===== src/sv/chm_pkg.sv =====
// ----------------------------------------------------------------------------
// Chained hash map package
// Shared constants, opcodes, status codes and controller/datapath structs.
// ----------------------------------------------------------------------------
package chm_pkg;

    localparam int MaxBucketsDef  = 256;
    localparam int PoolEntriesDef = 1024;

    localparam int KEY_W     = 32;
    localparam int VAL_W     = 64;
    localparam int CFG_W     = 9;
    localparam int COUNT_W   = 11;

    localparam logic [1:0] OP_SET    = 2'd0;
    localparam logic [1:0] OP_GET    = 2'd1;
    localparam logic [1:0] OP_REMOVE = 2'd2;
    localparam logic [1:0] OP_NOP    = 2'd3;

    localparam logic [1:0] ST_OK       = 2'd0;
    localparam logic [1:0] ST_FULL     = 2'd1;
    localparam logic [1:0] ST_ZERO_KEY = 2'd2;

    // Commands from controller to datapath
    typedef struct packed {
        logic load;        // capture input item
        logic mod_start;   // start bucket index reduction
        logic head_rd;     // read bucket head
        logic head_take;   // take head read data as current
        logic pool_rd;     // read pool entry at current
        logic step;        // advance prev/cur along chain
        logic mark_found;  // current entry matches key
        logic mark_full;   // no entry left for a new key
        logic do_set_upd;  // overwrite value of found entry
        logic do_alloc;    // push new entry at chain head
        logic free_rd;     // read next of free list head
        logic do_unlink;   // unlink found entry
        logic do_free;     // push found entry on free list
        logic do_get;      // capture value of found entry
        logic clr_wr;      // clear bucket head row
        logic out_load;    // load result register
    } chm_cmd_t;

    // Status from datapath to controller
    typedef struct packed {
        logic       key_zero;
        logic [1:0] op;
        logic       mod_done;
        logic       cur_nil;
        logic       key_match;
        logic       steps_max;
        logic       found;
        logic       free_avail;
        logic       fresh_avail;
        logic       clr_done;
    } chm_sts_t;

endpackage


===== src/sv/chm_ctrl.sv =====
// ----------------------------------------------------------------------------
// Chained hash map controller
// Sequences bucket clearing, index reduction, chain walk and update.
// ----------------------------------------------------------------------------
module chm_ctrl (
    input  logic              aclk,
    input  logic              aresetn,
    input  logic              s_tvalid,
    output logic              s_tready,
    input  logic              out_busy,
    input  chm_pkg::chm_sts_t sts,
    output chm_pkg::chm_cmd_t cmd
);
    import chm_pkg::*;

    localparam logic [3:0] S_CLEAR = 4'd0;
    localparam logic [3:0] S_IDLE  = 4'd1;
    localparam logic [3:0] S_MOD   = 4'd2;
    localparam logic [3:0] S_HEAD  = 4'd3;
    localparam logic [3:0] S_HEADW = 4'd4;
    localparam logic [3:0] S_RD    = 4'd5;
    localparam logic [3:0] S_CMP   = 4'd6;
    localparam logic [3:0] S_ACT   = 4'd7;
    localparam logic [3:0] S_FREE  = 4'd8;
    localparam logic [3:0] S_ALLOC = 4'd9;
    localparam logic [3:0] S_OUT   = 4'd10;
    localparam logic [3:0] S_GETW  = 4'd11;
    localparam logic [3:0] S_REL   = 4'd12;

    logic [3:0] state_reg, state_next;

    always_ff @(posedge aclk) begin
        if (!aresetn) state_reg <= S_CLEAR;
        else          state_reg <= state_next;
    end

    assign s_tready = (state_reg == S_IDLE);

    always_comb begin
        cmd        = '0;
        state_next = state_reg;
        case (state_reg)
            S_CLEAR: begin
                cmd.clr_wr = 1'b1;
                if (sts.clr_done) state_next = S_IDLE;
            end
            S_IDLE: begin
                if (s_tvalid) begin
                    cmd.load      = 1'b1;
                    cmd.mod_start = 1'b1;
                    state_next    = S_MOD;
                end
            end
            S_MOD: begin
                if (sts.key_zero || sts.op == OP_NOP) begin
                    state_next = S_OUT;
                end else if (sts.mod_done) begin
                    cmd.head_rd = 1'b1;
                    state_next  = S_HEAD;
                end
            end
            S_HEAD: begin
                cmd.head_take = 1'b1;
                state_next    = S_HEADW;
            end
            S_HEADW: begin
                if (sts.cur_nil) begin
                    state_next = S_ACT;
                end else begin
                    cmd.pool_rd = 1'b1;
                    state_next  = S_RD;
                end
            end
            S_RD: state_next = S_CMP;
            S_CMP: begin
                if (sts.key_match) begin
                    cmd.mark_found = 1'b1;
                    state_next     = S_ACT;
                end else if (sts.steps_max) begin
                    state_next = S_ACT;
                end else begin
                    cmd.step   = 1'b1;
                    state_next = S_HEADW;
                end
            end
            S_ACT: begin
                state_next = S_OUT;
                case (sts.op)
                    OP_SET: begin
                        if (sts.found) begin
                            cmd.do_set_upd = 1'b1;
                        end else if (sts.free_avail) begin
                            cmd.free_rd = 1'b1;
                            state_next  = S_FREE;
                        end else if (sts.fresh_avail) begin
                            state_next = S_ALLOC;
                        end else begin
                            cmd.mark_full = 1'b1;
                        end
                    end
                    OP_GET: begin
                        if (sts.found) begin
                            cmd.pool_rd = 1'b1;
                            state_next  = S_GETW;
                        end
                    end
                    OP_REMOVE: begin
                        if (sts.found) begin
                            cmd.do_unlink = 1'b1;
                            state_next    = S_REL;
                        end
                    end
                    default: ;
                endcase
            end
            S_FREE: state_next = S_ALLOC;
            S_ALLOC: begin
                cmd.do_alloc = 1'b1;
                state_next   = S_OUT;
            end
            S_GETW: begin
                cmd.do_get = 1'b1;
                state_next = S_OUT;
            end
            // Return the unlinked entry to the free list
            S_REL: begin
                cmd.do_free = 1'b1;
                state_next  = S_OUT;
            end
            S_OUT: begin
                if (!out_busy) begin
                    cmd.out_load = 1'b1;
                    state_next   = S_IDLE;
                end
            end
            default: state_next = S_IDLE;
        endcase
    end

endmodule


===== config.mk =====
export PLATFORM = sky130hd
export DESIGN_NAME = chm_ctrl
export DESIGN_NICKNAME = d
export VERILOG_FILES = /design/src/sv/chm_pkg.sv /design/src/sv/chm_ctrl.sv
export SDC_FILE = /design/constraint.sdc
export NUM_CORES = 1
export LEC_CHECK = 0
export ABC_AREA = 1
export ABC_CLOCK_PERIOD_IN_PS = 1350
export BUFFER_PORTS_ARGS = -buffer_cell sky130_fd_sc_hd__buf_2
export CAP_MARGIN = 15
export CORE_MARGIN = 3
export CORE_UTILIZATION = 31
export CTS_BUF_LIST = sky130_fd_sc_hd__clkbuf_16
export DETAILED_ROUTE_END_ITERATION = 16
export GPL_TIMING_DRIVEN = 0
export PLACE_DENSITY_LB_ADDON = 0.3
export SETUP_SLACK_MARGIN = 0.3
export SLEW_MARGIN = 20
export SYNTH_ARGS = -nofsm -noshare
export SYNTH_HDL_FRONTEND = slang
export SYNTH_SLANG_ARGS = --single-unit

===== constraint.sdc =====
create_clock -name aclk -period 1.35 [get_ports aclk]
set_clock_uncertainty 0.2 [all_clocks]
set_input_delay 0.135 -clock aclk [delete_from_list [all_inputs] [get_ports aclk]]
set_output_delay 0.135 -clock aclk [all_outputs]
set_load 0.02 [all_outputs]

==> run_results.csv <==
group,metric,value,unit
critical_path,crit_type,"flop to output port",
job,cap_violations,0,
critical_path,end_kind,"output port",
logic_synthesis,complex_gate_fraction_of_the_synthesized_area,0.0622,
logic_synthesis,cell_types_occupying_the_most_area_after_synthesis,"sky130_fd_sc_hd__nand2_1 20%, sky130_fd_sc_hd__nor2_1 17%, sky130_fd_sc_hd__dfxtp_1 13%",
sta,final-setup-viol-count,21,
route,route.met3.wl,161,um
floorplan,chip_height,50.1,um
clock_network,cts_tree,"done",
logic_synthesis,portion_of_netlist_area_occupied_by_mux_cells,0,
layout,fillerInstances,104,
sta,achievable-frequency,594,MHz
route,routed-wl-met2,1390,um
global_routing,antenna_violations_before_repair,0,
hold_path,worst_hold_path_depth,4,
route,detailed_route_iter0_violations,23,
floorplan,floorplan.io_pins,32,
floorplan,start_util,0.338,
floorplan,dieArea,2510,um^2
placement,io_buffer_count,31,
logic_synthesis,largest_family_of_logic_cells_by_synthesized_area,"simple AND/OR/NAND/NOR gates",
route,detail_route.drc_violations,0,
layout,fin_area,1410,um^2
layout,final_cell_mix,"23 x sky130_fd_sc_hd__buf_6, 21 x sky130_fd_sc_hd__nand2_1, 17 x sky130_fd_sc_hd__nor2_4, 15 x sky130_fd_sc_hd__buf_4, 14 x sky130_fd_sc_hd__buf_2",
route,drt_pre_antenna_iters,4,
clock_network,numCtsBuffers,3,
layout,final_layout_size_suffix_gt1_frac,0.659,
critical_path,startpoint_type,"flop",
logic_synthesis,syn-cell-area,603,um^2
global_routing,gr_ovfl_total,0,
layout,area_growth,133,%
critical_path,worst-endpoint-arrival,1.35,ns
route,drt.antenna.violating_nets,0,
global_routing,vias_in_the_first_global_route,912,
global_routing,largest_net_degree_at_the_start_of_global_routing,7,
critical_path,worst_r2r_path_depth,10,
clock_network,tritoncts_num_sinks,4,
critical_path,reg2reg_slack,-0.22,ns
placement,finalWeightedCongestion,0.850,
clock_network,cts.root.buffer_cell,"sky130_fd_sc_hd__clkbuf_16",
status,failed_checks,"setup timing",
critical_path,timing.critical_path.required,1.01,ns
logic_synthesis,synth.net_count,136,
clock_network,insertion_delay,0.22,ns
logic_synthesis,synth_top_area_cell,"sky130_fd_sc_hd__nand2_1",
route,highest_layer,"met4",
logic_synthesis,yosysWarningCount,0,
status,status,"finished with violations",
route,via_count,999,
sta,report.final.slew_viol_count,0,
route,met1Wirelength,1030,um
layout,largest_register_ff_count,4,
route,finalWirelength,2630,um
logic_synthesis,synth_seq_area_share,0.133,
sta,min_period_over_period,1.25,
power,powerDensity,1730,nW/um^2
clock_network,h-tree-depth,1,
power,power.ir.vdd_worst,1.85,mV
logic_synthesis,synth_fa_ha_area_frac,0,
critical_path,crit_fanout,6,
route,post_drt_via_cell_ratio,4.97,
layout,nNetsFinal,193,
sta,setup_slack,-0.332,ns
logic_synthesis,post_synthesis_share_of_cell_area_spent_on_and_or_nand_and_nor_gates,0.631,
power,power.total,2430,uW
placement,dp.final_hpwl,1560,um
floorplan,floorplan_row_count,15,
global_routing,globalRouteTotalUtil,0.204,
logic_synthesis,synth_xor_area_frac,0,
sta,timing.slew.headroom,0.815,
sta,period_minus_slack,1.68,ns
logic_synthesis,syn_area_per_cell,4.98,um^2
sta,rsz_0062_raised_after_global_routing,"yes",
floorplan,die_width,50.1,um
logic_synthesis,ys_seq_elements,4,
hold_path,timing.hold.worst.class,"input port to flop",
logic_synthesis,synth.distinct_cells,20,
route,wl_per_cell,13.1,um
layout,num_antenna_cells,0,
logic_synthesis,post-synth-top-area-fraction,0.199,
placement,area_after_dpl,940,um^2
layout,mostFrequentLayoutCell,"sky130_fd_sc_hd__buf_6",
logic_synthesis,number_of_cells_produced_by_synthesis,121,
sta,tightest_slew,0.277,ns
power,cellLeakagePower,0.000700,uW
sta,hold_slack,0.129,ns
clock_network,cts.reportedPaths.clkPinSlew,0.03,ns
sta,final_hold_violations,0,
global_routing,grt_first_pass_wirelength,3880,um
floorplan,design.core.area,1780,um^2
clock_network,ctsLongestPathBuffers,2,
sta,totalNegativeSetupSlack,-4.14,ns
-- layout make-up --
type	instances	area, um^2	share of cell area
multi-input combinational	90	647	0.460
clock buffer	3	75.1	0.0533
timing repair buffer	52	440	0.313
buffer	1	11.3	0.00800
sequential	4	95.1	0.0676
tap	25	31.3	0.0222
inverter	26	108	0.0764
-- per-stage QoR --
stage               worst slack [ns]   util  cells
finish                        -0.332  0.789    201
global route                  -0.387  0.789    201
CTS                           -0.267  0.705    194
detailed placement            -0.125  0.527    177
global placement              -0.103  0.527    177
floorplan                     0.0352      -    121
-- synth_stat cells --
cell	number
sky130_fd_sc_hd__nor4_1	1
sky130_fd_sc_hd__buf_4	1
sky130_fd_sc_hd__nor2_1	27
sky130_fd_sc_hd__o21ai_1	1
sky130_fd_sc_hd__nand2_1	32
sky130_fd_sc_hd__nor2_2	5
sky130_fd_sc_hd__inv_2	6
sky130_fd_sc_hd__inv_1	20
sky130_fd_sc_hd__o22ai_1	1
sky130_fd_sc_hd__a21oi_2	1
sky130_fd_sc_hd__nand2_2	4
sky130_fd_sc_hd__nand3_1	9
sky130_fd_sc_hd__a21oi_1	2
sky130_fd_sc_hd__o211ai_1	1
sky130_fd_sc_hd__nand3_2	1
sky130_fd_sc_hd__dfxtp_1	4
sky130_fd_sc_hd__nor3_1	1
sky130_fd_sc_hd__nand4_1	1
sky130_fd_sc_hd__nor2_4	2
sky130_fd_sc_hd__nand3b_1	1
-- critical path, stage by stage (launching register included) --
cell                      delay [ns]
sky130_fd_sc_hd__dfxtp_4        0.36
sky130_fd_sc_hd__inv_4          0.05
sky130_fd_sc_hd__nor2_4         0.21
sky130_fd_sc_hd__nand2_8        0.10
sky130_fd_sc_hd__nor2_4         0.14
sky130_fd_sc_hd__inv_2          0.07
sky130_fd_sc_hd__nor2_4         0.08
sky130_fd_sc_hd__buf_6          0.12
-- kinds of logic after synthesis --
logic type | Yosys count
buf+inv | 27
compound gates | 6
simple gates | 84
flops | 4
-- power by group --
part	internal, uW	total, uW	leakage (uW)	switching [uW]
Combinational	725	1680	0.000627	951
Clock	377	448	0.0000370	70.7
Sequential	188	311	0.0000356	122
-- final timing paths --
check | to | from
max reg2reg | state_reg[0] | state_reg[2]
min | state_reg[0] | out_busy
max | cmd[5] | state_reg[2]
min reg2reg | state_reg[1] | state_reg[1]
-- metal layers --
| metal | global-route usage | vias up |
|---|---|---|
| met5 | 0 | - |
| met4 | 0.0922 | 0 |
| met3 | 0.0423 | 8 |
| met2 | 0.385 | 55 |
| met1 | 0.209 | 459 |
| li1 | - | 477 |
-- what timing repair did --
| item | 4_1_cts | 5_1_grt |
|---|---|---|
| endpoints found under the hold margin | 3 | 0 |
| buffers inserted | 13 | 7 |
| gates cloned | 0 | 0 |
| setup endpoints to repair | 21 | 21 |
| pin swaps | 7 | 15 |
| hold buffers | 1 | 0 |
| gates resized for setup | 38 | 27 |
Note: power is estimated with default switching activity, not from simulation.
